## config.mk

```make
export PLATFORM = sky130hd
export DESIGN_NAME = ema_pid_load_ratio_balancer_unit_flat
export DESIGN_NICKNAME = d
export VERILOG_FILES = /design/src/rtl/elb_pkg.sv /design/src/rtl/elb_if.sv /design/src/rtl/elb_mac.sv /design/src/rtl/elb_div.sv /design/src/rtl/ema_pid_load_ratio_balancer_unit.sv /design/src/flat_wrapper.sv
export SDC_FILE = /design/constraint.sdc
export NUM_CORES = 2
export LEC_CHECK = 0
export BUFFER_PORTS_ARGS = -buffer_cell sky130_fd_sc_hd__buf_2
export CAP_MARGIN = 20
export CORE_UTILIZATION = 25
export CTS_BUF_LIST = sky130_fd_sc_hd__clkbuf_2 sky130_fd_sc_hd__clkbuf_4 sky130_fd_sc_hd__clkbuf_8
export CTS_CLUSTER_SIZE = 20
export DETAILED_ROUTE_END_ITERATION = 6
export SLEW_MARGIN = 20
export SYNTH_ARGS = -nofsm -noshare
export SYNTH_HDL_FRONTEND = slang
export SYNTH_SLANG_ARGS = --single-unit
```

## constraint.sdc

```tcl
create_clock -name clk -period 29 [get_ports clk]
set_clock_uncertainty 0.05 [all_clocks]
set_input_delay 5.8 -clock clk [delete_from_list [all_inputs] [get_ports clk]]
set_output_delay 5.8 -clock clk [all_outputs]
set_load 0.05 [all_outputs]
```

## src/rtl/elb_pkg.sv

```systemverilog
// Shared widths, constants, register indexes and the multiply-accumulate command type
// for the EMA/PID load-ratio balancer. No dependencies; every other file imports it.
`default_nettype none

package elb_pkg;

  localparam int TIME_W     = 24;
  localparam int TEMP_W     = 12;
  localparam int SHARE_W    = 15;
  localparam int GAIN_W     = 16;
  localparam int AVG_W      = 32;
  localparam int ERR_W      = 25;
  localparam int INTEG_W    = 18;
  localparam int DERIV_W    = 26;
  localparam int CFG_IDX_W  = 3;
  localparam int CFG_DATA_W = 16;

  // Shared multiplier: signed 33 x signed 18, accumulated into 60 bits.
  localparam int MAC_A_W  = 33;
  localparam int MAC_B_W  = 18;
  localparam int MAC_P_W  = MAC_A_W + MAC_B_W;
  localparam int ACC_W    = 60;
  localparam int HI_SHIFT = 22;

  // Divider: Q12.20 dividend shifted by 16, 24 quotient bits.
  localparam int REM_W = AVG_W + 16;
  localparam int DSH_W = REM_W + 8;
  localparam int QUO_W = 24;

  localparam logic [AVG_W-1:0]          AVG_FLOOR   = 32'd1049;
  localparam logic [GAIN_W-1:0]         HUNDREDTH   = 16'd655;
  localparam logic [GAIN_W-1:0]         TENTH       = 16'd6554;
  localparam logic [SHARE_W-1:0]        SHARE_MIN   = 15'd3277;
  localparam logic [SHARE_W-1:0]        SHARE_MAX   = 15'd29491;
  localparam logic [SHARE_W-1:0]        SHARE_RESET = 15'd16384;
  localparam logic signed [ERR_W-1:0]   ERR_LIM     = 25'sd8388608;
  localparam logic [GAIN_W-1:0]         PROP_RESET  = 16'd3277;
  localparam logic [GAIN_W-1:0]         INTEG_RESET = 16'd655;
  localparam logic [GAIN_W-1:0]         DERIV_RESET = 16'd0;
  localparam logic [GAIN_W-1:0]         ALPHA_RESET = 16'd58982;
  localparam logic [TEMP_W-1:0]         TEMP_RESET  = 12'd1360;
  localparam logic [SHARE_W-1:0]        HEAT_RESET  = 15'd3277;

  typedef enum logic [CFG_IDX_W-1:0] {
    REG_PROP_GAIN       = 3'd0,
    REG_INTEG_GAIN      = 3'd1,
    REG_DERIV_GAIN      = 3'd2,
    REG_SMOOTHING_ALPHA = 3'd3,
    REG_TEMP_LIMIT      = 3'd4,
    REG_HEAT_PENALTY    = 3'd5
  } cfg_reg_t;

  typedef struct packed {
    logic                       issue;
    logic                       clear;
    logic                       shift_hi;
    logic signed [MAC_A_W-1:0]  a;
    logic signed [MAC_B_W-1:0]  b;
  } mac_cmd_t;

endpackage

`default_nettype wire

```

## src/rtl/elb_if.sv

```systemverilog
// Valid/ready channel interfaces for the sample items and the share results.
// Depends on elb_pkg for the field widths.
`default_nettype none

interface elb_item_if import elb_pkg::*; ();
  logic               valid;
  logic               ready;
  logic               action;
  logic [TIME_W-1:0]  cpu_time;
  logic [TIME_W-1:0]  gpu_time;
  logic [TEMP_W-1:0]  cpu_temp;
  logic [TEMP_W-1:0]  gpu_temp;
  logic               temps_valid;
  logic [SHARE_W-1:0] share_value;

  modport source (output valid, action, cpu_time, gpu_time, cpu_temp, gpu_temp,
                  temps_valid, share_value, input ready);
  modport sink   (input valid, action, cpu_time, gpu_time, cpu_temp, gpu_temp,
                  temps_valid, share_value, output ready);
endinterface

interface elb_result_if import elb_pkg::*; ();
  logic               valid;
  logic               ready;
  logic [SHARE_W-1:0] cpu_share;

  modport source (output valid, cpu_share, input ready);
  modport sink   (input valid, cpu_share, output ready);
endinterface

`default_nettype wire

```

## src/rtl/elb_mac.sv

```systemverilog
// Shared multiply-accumulate unit: one registered signed product per cycle, then
// an accumulate (optionally shifted up) of it in the next cycle. Depends on elb_pkg.
`default_nettype none

module elb_mac import elb_pkg::*; (
  input  logic                    clk,
  input  logic                    rst,
  input  mac_cmd_t                cmd,
  output logic signed [ACC_W-1:0] acc
);

  logic signed [MAC_A_W-1:0] op_a;
  logic signed [MAC_B_W-1:0] op_b;
  logic signed [MAC_P_W-1:0] prod_w;
  logic signed [MAC_P_W-1:0] prod;
  logic                      pend;
  logic                      pclear;
  logic                      phi;
  logic signed [ACC_W-1:0]   prod_ext;
  logic signed [ACC_W-1:0]   addend;
  logic signed [ACC_W-1:0]   base;

  assign op_a   = cmd.a;
  assign op_b   = cmd.b;
  assign prod_w = op_a * op_b;

  always_ff @(posedge clk) begin
    if (rst) begin
      pend <= 1'b0;
    end else begin
      pend <= cmd.issue;
    end
  end

  always_ff @(posedge clk) begin
    prod   <= prod_w;
    pclear <= cmd.clear;
    phi    <= cmd.shift_hi;
  end

  assign prod_ext = {{(ACC_W-MAC_P_W){prod[MAC_P_W-1]}}, prod};
  assign addend   = phi ? (prod_ext <<< HI_SHIFT) : prod_ext;
  assign base     = pclear ? '0 : acc;

  // The first operation of every sum clears, so the accumulator needs no reset.
  always_ff @(posedge clk) begin
    if (pend) begin
      acc <= base + addend;
    end
  end

endmodule

`default_nettype wire

```

## src/rtl/elb_div.sv

```systemverilog
// Restoring divider, one quotient bit per cycle, that forms the saturated error
// floor(cpu_average * 2^16 / gpu_average) - 1.0 in Q9.16. Depends on elb_pkg.
`default_nettype none

module elb_div import elb_pkg::*; (
  input  logic                    clk,
  input  logic                    rst,
  input  logic                    start,
  input  logic [AVG_W-1:0]        dividend,
  input  logic [AVG_W-1:0]        divisor,
  output logic                    done,
  output logic signed [ERR_W-1:0] quot_err
);

  localparam logic [QUO_W-1:0] SAT_QUO = 24'd8454144;
  localparam logic [ERR_W-1:0] ONE_Q16 = 25'd65536;
  localparam int               CNT_W   = $clog2(QUO_W);

  typedef enum logic {D_IDLE, D_RUN} div_state_t;

  div_state_t         state;
  logic [REM_W-1:0]   rem;
  logic [DSH_W-1:0]   dsh;
  logic [QUO_W-2:0]   quo;
  logic [CNT_W-1:0]   cnt;
  logic               ge;
  logic               too_big;
  logic [QUO_W-1:0]   q_fin;
  logic [ERR_W-1:0]   err_fin;

  assign ge      = {{(DSH_W-REM_W){1'b0}}, rem} >= dsh;
  assign too_big = {8'b0, dividend} >= {divisor, 8'b0};
  assign q_fin   = {quo, ge};

  always_comb begin
    if (q_fin > SAT_QUO) begin
      err_fin = ERR_LIM;
    end else begin
      err_fin = {1'b0, q_fin} - ONE_Q16;
    end
  end

  always_ff @(posedge clk) begin
    if (rst) begin
      state <= D_IDLE;
      done  <= 1'b0;
    end else begin
      // done pulses for one cycle, on the early exit or after the last quotient step.
      done <= ((state == D_IDLE) && start && too_big) || ((state == D_RUN) && (cnt == '0));
      unique case (state)
        D_IDLE: begin
          if (start) begin
            // A quotient of 2^24 or more saturates anyway, so skip the iterations.
            if (too_big) begin
              quot_err <= ERR_LIM;
            end else begin
              rem   <= {dividend, 16'b0};
              dsh   <= {1'b0, divisor, 23'b0};
              quo   <= '0;
              cnt   <= CNT_W'(QUO_W - 1);
              state <= D_RUN;
            end
          end
        end
        D_RUN: begin
          if (ge) begin
            rem <= rem - dsh[REM_W-1:0];
          end
          quo <= {quo[QUO_W-3:0], ge};
          dsh <= dsh >> 1;
          cnt <= cnt - 1'b1;
          if (cnt == '0) begin
            quot_err <= err_fin;
            state    <= D_IDLE;
          end
        end
        default: state <= D_IDLE;
      endcase
    end
  end

endmodule

`default_nettype wire

```

## src/rtl/ema_pid_load_ratio_balancer_unit.sv

```systemverilog
// Top level of the EMA/PID load-ratio balancer: configuration registers, the
// sequencer, and instances of elb_mac and elb_div. Depends on elb_pkg and elb_if.
//
// Usage: sample and overwrite items arrive on the item channel (valid/ready); each
// one yields exactly one cpu_share transaction on the result channel. Gains, EMA
// weight, temperature limit and heat penalty are written through cfg_write,
// cfg_index and cfg_data while the block is idle; indexes 6 and 7 are ignored.
// Work on an item runs through one shared 33 x 18 multiply-accumulate unit and a
// one-bit-per-cycle divider, so only one item is in flight. An overwrite goes
// straight to the result; a sample whose averages are both below 0.001 ms leaves
// the share as it is; one whose GPU average is at or below 0.001 ms skips the
// division; the divider exits early when the CPU average is at least 256 times the
// GPU average; otherwise it runs a full division of 24 quotient steps. A new item
// is accepted in the cycle after the result is loaded into the output register.
// The result sits in an output register; if the receiver stalls, the block
// finishes the next item and then waits until that register is free. Reset is
// synchronous: averages, integral and last error clear, the share returns to one
// half and the registers take their defaults.
`default_nettype none

module ema_pid_load_ratio_balancer_unit import elb_pkg::*; (
  input  logic                  clk,
  input  logic                  rst,
  input  logic                  cfg_write,
  input  logic [CFG_IDX_W-1:0]  cfg_index,
  input  logic [CFG_DATA_W-1:0] cfg_data,
  elb_item_if.sink              item,
  elb_result_if.source          result
);

  typedef enum logic [4:0] {
    S_IDLE, S_EMA_C0, S_EMA_C1, S_EMA_G0, S_EMA_G1, S_EMA_W, S_EMA_END,
    S_DIV_GO, S_DIV_WAIT, S_INT0, S_INT1, S_INT2,
    S_PID0, S_PID1, S_PID2, S_PID3, S_PID4, S_PID5, S_PID6, S_PID7, S_FIN
  } seq_state_t;

  // Configuration registers
  logic [GAIN_W-1:0]  prop_gain;
  logic [GAIN_W-1:0]  integ_gain;
  logic [GAIN_W-1:0]  deriv_gain;
  logic [GAIN_W-1:0]  smoothing_alpha;
  logic [TEMP_W-1:0]  temp_limit;
  logic [SHARE_W-1:0] heat_penalty;

  // Controller state
  seq_state_t                 state;
  logic [AVG_W-1:0]           cpu_average;
  logic [AVG_W-1:0]           gpu_average;
  logic signed [INTEG_W-1:0]  integral_sum;
  logic signed [ERR_W-1:0]    last_error;
  logic [SHARE_W-1:0]         share;

  // Working registers for the item in flight
  logic [TIME_W-1:0]          cpu_time_q;
  logic [TIME_W-1:0]          gpu_time_q;
  logic [TEMP_W-1:0]          cpu_temp_q;
  logic [TEMP_W-1:0]          gpu_temp_q;
  logic                       temps_valid_q;
  logic signed [ERR_W-1:0]    err_q;
  logic signed [DERIV_W-1:0]  deriv;
  logic                       res_valid;
  logic [SHARE_W-1:0]         res_share;

  mac_cmd_t                   mac_cmd;
  logic signed [ACC_W-1:0]    mac_acc;
  logic                       div_start;
  logic                       div_done;
  logic signed [ERR_W-1:0]    div_err;

  logic [16:0]                alpha_c;
  logic [REM_W-1:0]           ema_rnd;
  logic [AVG_W-1:0]           ema_avg;
  logic signed [ACC_W-1:0]    i_rnd;
  logic signed [INTEG_W:0]    integ_inc;
  logic signed [INTEG_W+1:0]  integ_sum;
  logic signed [INTEG_W-1:0]  integ_new;
  logic signed [ACC_W-1:0]    s_rnd;
  logic signed [21:0]         delta;
  logic signed [23:0]         share_calc;
  logic [SHARE_W-1:0]         share_new;
  logic [SHARE_W-1:0]         share_ovr;
  logic                       hot_cpu;
  logic                       hot_gpu;

  elb_mac u_mac (
    .clk (clk),
    .rst (rst),
    .cmd (mac_cmd),
    .acc (mac_acc)
  );

  elb_div u_div (
    .clk      (clk),
    .rst      (rst),
    .start    (div_start),
    .dividend (cpu_average),
    .divisor  (gpu_average),
    .done     (div_done),
    .quot_err (div_err)
  );

  always_ff @(posedge clk) begin
    if (rst) begin
      prop_gain       <= PROP_RESET;
      integ_gain      <= INTEG_RESET;
      deriv_gain      <= DERIV_RESET;
      smoothing_alpha <= ALPHA_RESET;
      temp_limit      <= TEMP_RESET;
      heat_penalty    <= HEAT_RESET;
    end else if (cfg_write) begin
      unique case (cfg_index)
        REG_PROP_GAIN:       prop_gain       <= cfg_data;
        REG_INTEG_GAIN:      integ_gain      <= cfg_data;
        REG_DERIV_GAIN:      deriv_gain      <= cfg_data;
        REG_SMOOTHING_ALPHA: smoothing_alpha <= cfg_data;
        REG_TEMP_LIMIT:      temp_limit      <= cfg_data[TEMP_W-1:0];
        REG_HEAT_PENALTY:    heat_penalty    <= cfg_data[SHARE_W-1:0];
        default: ;
      endcase
    end
  end

  assign alpha_c = 17'h10000 - {1'b0, smoothing_alpha};

  // Operations issued to the shared unit; a result reaches the accumulator through
  // the product register and then the accumulator register.
  always_comb begin
    mac_cmd = '0;
    unique case (state)
      S_EMA_C0: begin
        mac_cmd.issue = 1'b1;
        mac_cmd.clear = 1'b1;
        mac_cmd.a     = {1'b0, cpu_average};
        mac_cmd.b     = {2'b0, smoothing_alpha};
      end
      S_EMA_C1: begin
        mac_cmd.issue = 1'b1;
        mac_cmd.a     = {1'b0, cpu_time_q, 8'b0};
        mac_cmd.b     = {1'b0, alpha_c};
      end
      S_EMA_G0: begin
        mac_cmd.issue = 1'b1;
        mac_cmd.clear = 1'b1;
        mac_cmd.a     = {1'b0, gpu_average};
        mac_cmd.b     = {2'b0, smoothing_alpha};
      end
      S_EMA_G1: begin
        mac_cmd.issue = 1'b1;
        mac_cmd.a     = {1'b0, gpu_time_q, 8'b0};
        mac_cmd.b     = {1'b0, alpha_c};
      end
      S_INT0: begin
        mac_cmd.issue = 1'b1;
        mac_cmd.clear = 1'b1;
        mac_cmd.a     = {{(MAC_A_W-ERR_W){err_q[ERR_W-1]}}, err_q};
        mac_cmd.b     = {2'b0, HUNDREDTH};
      end
      S_PID0: begin
        mac_cmd.issue = 1'b1;
        mac_cmd.clear = 1'b1;
        mac_cmd.a     = {{(MAC_A_W-ERR_W){err_q[ERR_W-1]}}, err_q};
        mac_cmd.b     = {2'b0, prop_gain};
      end
      S_PID1: begin
        mac_cmd.issue = 1'b1;
        mac_cmd.a     = {{(MAC_A_W-INTEG_W){integral_sum[INTEG_W-1]}}, integral_sum};
        mac_cmd.b     = {2'b0, integ_gain};
      end
      S_PID2: begin
        mac_cmd.issue = 1'b1;
        mac_cmd.a     = {{(MAC_A_W-DERIV_W){deriv[DERIV_W-1]}}, deriv};
        mac_cmd.b     = {2'b0, deriv_gain};
      end
      S_PID4: begin
        // The PID sum is scaled by 0.1 in two halves: low 22 bits first.
        mac_cmd.issue = 1'b1;
        mac_cmd.clear = 1'b1;
        mac_cmd.a     = {{(MAC_A_W-HI_SHIFT){1'b0}}, mac_acc[HI_SHIFT-1:0]};
        mac_cmd.b     = {2'b0, TENTH};
      end
      S_PID5: begin
        mac_cmd.issue    = 1'b1;
        mac_cmd.shift_hi = 1'b1;
        mac_cmd.a        = {{(MAC_A_W-22){mac_acc[2*HI_SHIFT-1]}},
                            mac_acc[2*HI_SHIFT-1:HI_SHIFT]};
        mac_cmd.b        = {2'b0, TENTH};
      end
      default: mac_cmd = '0;
    endcase
  end

  assign div_start = (state == S_DIV_GO);

  // EMA rounding; the sum never exceeds 2^48, so 48 bits carry it.
  assign ema_rnd = mac_acc[REM_W-1:0] + REM_W'(32768);
  assign ema_avg = ema_rnd[REM_W-1:16];

  // Integral step: round(err * 0.01) added and clamped to +-1.0.
  assign i_rnd     = mac_acc + ACC_W'(32768);
  assign integ_inc = i_rnd[34:16];
  assign integ_sum = {{2{integral_sum[INTEG_W-1]}}, integral_sum}
                   + {integ_inc[INTEG_W], integ_inc};

  always_comb begin
    if (integ_sum > 20'sd65536) begin
      integ_new = 18'sd65536;
    end else if (integ_sum < -20'sd65536) begin
      integ_new = -18'sd65536;
    end else begin
      integ_new = integ_sum[INTEG_W-1:0];
    end
  end

  // Share update: round(pid * 0.1 / 2^17), heat penalties, then the 0.1..0.9 clamp.
  assign s_rnd   = mac_acc + (ACC_W'(1) << 32);
  assign delta   = s_rnd[54:33];
  assign hot_cpu = temps_valid_q && (cpu_temp_q > temp_limit);
  assign hot_gpu = temps_valid_q && (gpu_temp_q > temp_limit);

  always_comb begin
    share_calc = {9'b0, share} - {{2{delta[21]}}, delta};
    if (hot_gpu) begin
      share_calc = share_calc + {9'b0, heat_penalty};
    end
    if (hot_cpu) begin
      share_calc = share_calc - {9'b0, heat_penalty};
    end
    if (share_calc < 24'sd3277) begin
      share_new = SHARE_MIN;
    end else if (share_calc > 24'sd29491) begin
      share_new = SHARE_MAX;
    end else begin
      share_new = share_calc[SHARE_W-1:0];
    end
  end

  always_comb begin
    if (item.share_value < SHARE_MIN) begin
      share_ovr = SHARE_MIN;
    end else if (item.share_value > SHARE_MAX) begin
      share_ovr = SHARE_MAX;
    end else begin
      share_ovr = item.share_value;
    end
  end

  always_ff @(posedge clk) begin
    if (rst) begin
      state        <= S_IDLE;
      res_valid    <= 1'b0;
      cpu_average  <= '0;
      gpu_average  <= '0;
      integral_sum <= '0;
      last_error   <= '0;
      share        <= SHARE_RESET;
    end else begin
      if (state == S_FIN && (!res_valid || result.ready)) begin
        res_valid <= 1'b1;
      end else if (result.ready) begin
        res_valid <= 1'b0;
      end
      unique case (state)
        S_IDLE: begin
          if (item.valid) begin
            cpu_time_q    <= item.cpu_time;
            gpu_time_q    <= item.gpu_time;
            cpu_temp_q    <= item.cpu_temp;
            gpu_temp_q    <= item.gpu_temp;
            temps_valid_q <= item.temps_valid;
            if (item.action) begin
              share <= share_ovr;
              state <= S_FIN;
            end else begin
              state <= S_EMA_C0;
            end
          end
        end
        S_EMA_C0: state <= S_EMA_C1;
        S_EMA_C1: state <= S_EMA_G0;
        S_EMA_G0: state <= S_EMA_G1;
        S_EMA_G1: begin
          cpu_average <= ema_avg;
          state       <= S_EMA_W;
        end
        S_EMA_W: state <= S_EMA_END;
        S_EMA_END: begin
          gpu_average <= ema_avg;
          if (cpu_average < AVG_FLOOR && ema_avg < AVG_FLOOR) begin
            state <= S_FIN;
          end else if (ema_avg > AVG_FLOOR) begin
            state <= S_DIV_GO;
          end else begin
            err_q <= '0;
            state <= S_INT0;
          end
        end
        S_DIV_GO: state <= S_DIV_WAIT;
        S_DIV_WAIT: begin
          if (div_done) begin
            err_q <= div_err;
            state <= S_INT0;
          end
        end
        S_INT0: state <= S_INT1;
        S_INT1: state <= S_INT2;
        S_INT2: begin
          integral_sum <= integ_new;
          deriv        <= {err_q[ERR_W-1], err_q} - {last_error[ERR_W-1], last_error};
          last_error   <= err_q;
          state        <= S_PID0;
        end
        S_PID0: state <= S_PID1;
        S_PID1: state <= S_PID2;
        S_PID2: state <= S_PID3;
        S_PID3: state <= S_PID4;
        S_PID4: state <= S_PID5;
        S_PID5: state <= S_PID6;
        S_PID6: state <= S_PID7;
        S_PID7: begin
          share <= share_new;
          state <= S_FIN;
        end
        S_FIN: begin
          if (!res_valid || result.ready) begin
            res_share <= share;
            state     <= S_IDLE;
          end
        end
        default: state <= S_IDLE;
      endcase
    end
  end

  assign item.ready       = (state == S_IDLE) && !rst;
  assign result.valid     = res_valid;
  assign result.cpu_share = res_share;

endmodule

`default_nettype wire

```

## src/flat_wrapper.sv

```systemverilog
// flat-port wrapper written by rule: the top's interface ports become plain ports
module ema_pid_load_ratio_balancer_unit_flat import elb_pkg::*;
  (clk, rst, cfg_write, cfg_index, cfg_data, item_valid, item_action, item_cpu_time, item_gpu_time, item_cpu_temp, item_gpu_temp, item_temps_valid, item_share_value, item_ready, result_valid, result_cpu_share, result_ready);
  elb_item_if item_i ();
  elb_result_if result_i ();
  input  logic clk;
  input  logic rst;
  input  logic cfg_write;
  input  logic [CFG_IDX_W-1:0] cfg_index;
  input  logic [CFG_DATA_W-1:0] cfg_data;
  input wire logic [$bits(item_i.valid)-1:0] item_valid;
  input wire logic [$bits(item_i.action)-1:0] item_action;
  input wire logic [$bits(item_i.cpu_time)-1:0] item_cpu_time;
  input wire logic [$bits(item_i.gpu_time)-1:0] item_gpu_time;
  input wire logic [$bits(item_i.cpu_temp)-1:0] item_cpu_temp;
  input wire logic [$bits(item_i.gpu_temp)-1:0] item_gpu_temp;
  input wire logic [$bits(item_i.temps_valid)-1:0] item_temps_valid;
  input wire logic [$bits(item_i.share_value)-1:0] item_share_value;
  output wire logic [$bits(item_i.ready)-1:0] item_ready;
  output wire logic [$bits(result_i.valid)-1:0] result_valid;
  output wire logic [$bits(result_i.cpu_share)-1:0] result_cpu_share;
  input wire logic [$bits(result_i.ready)-1:0] result_ready;
  assign item_i.valid = item_valid;
  assign item_i.action = item_action;
  assign item_i.cpu_time = item_cpu_time;
  assign item_i.gpu_time = item_gpu_time;
  assign item_i.cpu_temp = item_cpu_temp;
  assign item_i.gpu_temp = item_gpu_temp;
  assign item_i.temps_valid = item_temps_valid;
  assign item_i.share_value = item_share_value;
  assign item_ready = item_i.ready;
  assign result_valid = result_i.valid;
  assign result_cpu_share = result_i.cpu_share;
  assign result_i.ready = result_ready;
  ema_pid_load_ratio_balancer_unit u_core (.clk(clk), .rst(rst), .cfg_write(cfg_write), .cfg_index(cfg_index), .cfg_data(cfg_data), .item(item_i), .result(result_i));
endmodule
```

==> out/results.md <==
Outcome
* **outcome** complete, no violations

Worst setup path
* **peak fanout along the critical path** 35
* **cells traversed along the worst timing path** buf_6 -> nor2_1 -> buf_2
* **R2R Setup Slk** 18.22 ns
* **endpoint arrival time on the critical path** 6.65 ns
* **Critical Path Slowest Stage Cell** sky130_fd_sc_hd__buf_2
* **cell depth of the worst flop-to-flop path** 32
* **Critical R2R Capture** u_core.u_mac.prod[50]
* **startpoint of the lowest-slack register-to-register path** u_core.smoothing_alpha[1]
* **CP required** 23.15 ns
* **crit path capture type** primary output
* **critical path class** primary input to primary output
* **Critical Path Max Stage Delay** 0.33 ns
* **category of the worst setup path launch point** primary input

Synthesis
* **sequential element share of the synthesized area** 0.2840
* **post-synthesis cell type with the largest combined area** sky130_fd_sc_hd__fa_1
* **adder and majority cell fraction of the synthesized area** 0.2742
* **synthesized cell area** 56,390 um2
* **number of flops mapped to enable cells by yosys** 350
* **share of flip-flops with an asynchronous set or reset** 0
* **per-instance average area after synthesis** 9.054 um2
* **synthesized instance count** 6,228
* **area fraction in compound gates after synthesis** 0.1375
* **Synth Flop Type** sky130_fd_sc_hd__edfxtp_1
* **post-synth top area share** 0.1928
* **post-synthesis share of cell area spent on xor and xnor gates** 0.04205
* **share of synthesized area spent on multiplexers** 0.01529
* **ranking of synthesized cells by area** sky130_fd_sc_hd__fa_1 (19%), sky130_fd_sc_hd__edfxtp_1 (19%), sky130_fd_sc_hd__dfxtp_1 (9.8%), sky130_fd_sc_hd__ha_1 (8.1%), sky130_fd_sc_hd__inv_1 (5.6%)
* **number of synthesized register bits** 625
* **Post-synth top cells** sky130_fd_sc_hd__inv_1 (846), sky130_fd_sc_hd__nand2_1 (826), sky130_fd_sc_hd__fa_1 (543)
* **simple-gate area share of the yosys netlist** 0.1727
* **largest family of logic cells by synthesized area** adder cells
* **Ys Warns** 0
* **count leader, synth** sky130_fd_sc_hd__inv_1
* **number of distinct library cell variants in the gate-level netlist after synthesis** 103

STA
* **final-layout setup total negative slack** 0 ns
* **Final setup violation count** 0
* **highest clock frequency the design can meet** 0.08000 GHz
* **unrepaired setup endpoints after global routing** false
* **Worst Max-Slew Pin Slew** 1.229 ns
* **shortest period the worst path allows** 12.50 ns
* **Hold Fails Final Rpt** 0
* **number of slew-limit violations in the final report** 0
* **crit share post-route** 0.4310
* **Slew headroom** 0.1790
* **final critical-path setup slack** 16.50 ns
* **worst-case hold slack** 0.3854 ns

Floorplan
* **overall die height** 476.9 um
* **Placement Rows** 173
* **Die Outline Area** 227,400 um2
* **I/O pin count** 130
* **x dimension of the die** 476.9 um
* **total core area** 223,200 um2
* **initial core utilization** 0.2527

Hold path
* **worst hold path stage count** 0
* **worst hold-check path type** flip-flop to flip-flop
* **hold path startpoint** u_core.share[0]
* **Min-Delay Endpoint** u_core.result.cpu_share[0]

Global route
* **M3 GR Usage** 0.03071
* **GR Overflow Total** 0
* **via count of the first global-routing pass** 45,180
* **most crowded layer after global routing** met2
* **number of antenna violations at the first check in global routing** 16
* **GRT Util Overall** 0.1542
* **global-route wire length before repair** 273,600 um
* **maximum number of pins on one net before global-route repair** 78
* **met1 global-route usage** 0.2100
* **M2 GR Usage** 0.2420

Pwr
* **leakage power figure** 26.58 nW
* **Peak supply drop** 0.09581 mV
* **power density cells** 115.1 nW/um2

Routing
* **remaining design rule violation count** 0
* **Avg WL per Cell** 19.06 um
* **starting DRC count in detailed routing** 4,125
* **vias after detailed routing** 45,520
* **Detailed Route WL** 178,400 um
* **vias per cell** 4.863
* **First-pass DRT Iterations** 6
* **post-route ant nets** 0

Clock network
* **clock tree root driver cell** sky130_fd_sc_hd__clkbuf_8
* **quantity of hold-fixing buffers added after cts** 0
* **number of buffers on the longest clock path** 3
* **TritonCTS Sinks** 625
* **TritonCTS buffer count** 99
* **clock latency of the later-clocked register in the worst-skew pair** 0.87 ns
* **Resize count post-CTS** 0
* **H-tree Lvls** 3
* **clock tree from TritonCTS** yes
* **clock-pin transition on the worst setup and hold timing paths** 0.07 ns
* **number of setup buffers added after CTS** 0

Layout
* **fraction of layout instances using a drive strength above 1** 0.08822
* **post-route core utilization** 0.2816
* **net count of the finished layout** 7,318
* **area growth from synthesis to layout** 11.46%
* **layout filler cell count** 23,590

Placement
* **placer congestion estimate** 0.9440
* **final HPWL from detailed placement** 138,500 um
* **IO buf count** 129
* **setup slack after placement** 16.53 ns

Flow run
* **Maximum Capacitance Violations** 0

## worst max path at each step
stage	startpoint	endpoint	slack [ns]	depth (start not counted)
floorplan	rst	u_core.u_div.rem[0]	12.74	4
global placement	rst	item_ready	16.51	3
detailed placement	rst	item_ready	16.53	3
CTS	rst	item_ready	16.53	3
global route	rst	item_ready	16.48	3
finish	rst	item_ready	16.50	3
## worst max-delay path: cells and delay by family
kind / cells / cell delay [ns]
simple gates: 1 / 0.30
buf+inv: 2 / 0.51
## registers in the layout, summed over array words and instances, names as in the netlist, 15 cells and up
name and cells:
u_core.u_div.quot_err 25, u_core.heat_penalty 15, u_core.gpu_time_q 24, u_core.integ_gain 16, u_core.deriv_gain 16, u_core.result.cpu_share 15
u_core.prop_gain 16, u_core.err_q 25, u_core.cpu_average 32, u_core.u_div.quo 23, u_core.share 15, u_core.last_error 25
u_core.cpu_time_q 24, u_core.u_mac.prod 51, u_core.u_div.rem 48, u_core.gpu_average 32, u_core.u_mac.acc 55, u_core.integral_sum 18
u_core.deriv 26, u_core.smoothing_alpha 16, u_core.u_div.dsh 55
## per-layer routing
layer | share of wire | routed length, um
met5 | 0.00041 | 73
met3 | 0.082 | 14660
met2 | 0.45 | 79450
met1 | 0.44 | 77930
met4 | 0.035 | 6311
## power breakdown
part / leakage, nW / internal, mW / switching, mW / total, mW
Clock: 1.20 / 0.461 / 0.401 / 0.862
Sequential: 5.47 / 1.13 / 0.208 / 1.34
Combinational: 19.9 / 1.89 / 3.14 / 5.03
Total: 26.6 / 3.48 / 3.75 / 7.23
## cell families (layout without fill, tap and decap cells)
| logic type | after synthesis | after routing |
|---|---|---|
| AOI/OAI and AO/OA | 1147 | 1147 |
| xor gates and xnor gates | 269 | 269 |
| adders and majority gates | 910 | 910 |
| buffers and inverters | 1102 | 1248 |
| DFF | 625 | 625 |
| muxes | 77 | 77 |
| other | 2 | 14 |
| and+or+nand+nor | 2096 | 2096 |
## stage by stage
| stage | cell area (um2) | total power, mW | cells |
|---|---|---|---|
| after global placement | 60590 | 6.219 | 9167 |
| after CTS | 62830 | 7.205 | 9356 |
| after global routing | 62850 | 7.847 | 9360 |
| after detailed placement | 60600 | 6.272 | 9168 |
| final | 62850 | 7.232 | 9361 |
| after floorplan | 56420 | 4.809 | 6236 |
## final cells by class
cell class	count	area (um2)	area share
Antenna cell	4	10.01	0.0001593
Clock buffer	163	2018	0.03211
Clock inverter	25	212.7	0.003384
Inverter	847	3179	0.05059
Multi-Input combinational cell	4509	36400	0.5791
Sequential cell	625	16020	0.2549
Tap cell	2975	3722	0.05923
Timing Repair Buffer	213	1286	0.02047
## cells in the final DEF (no fill, tap or decap), drive strengths merged, types with 89 or more instances in the layout
cell / n
inv: 851
nand2: 828
fa: 543
nor2: 518
ha: 367
edfxtp: 350
a21oi: 312
dfxtp: 275
buf: 213
nor2b: 185
xnor2: 180
o21ai: 179
clkbuf: 163
a21o: 115
nand3: 106
a211oi: 100
xor2: 89
(Power assumes the default switching activity.)
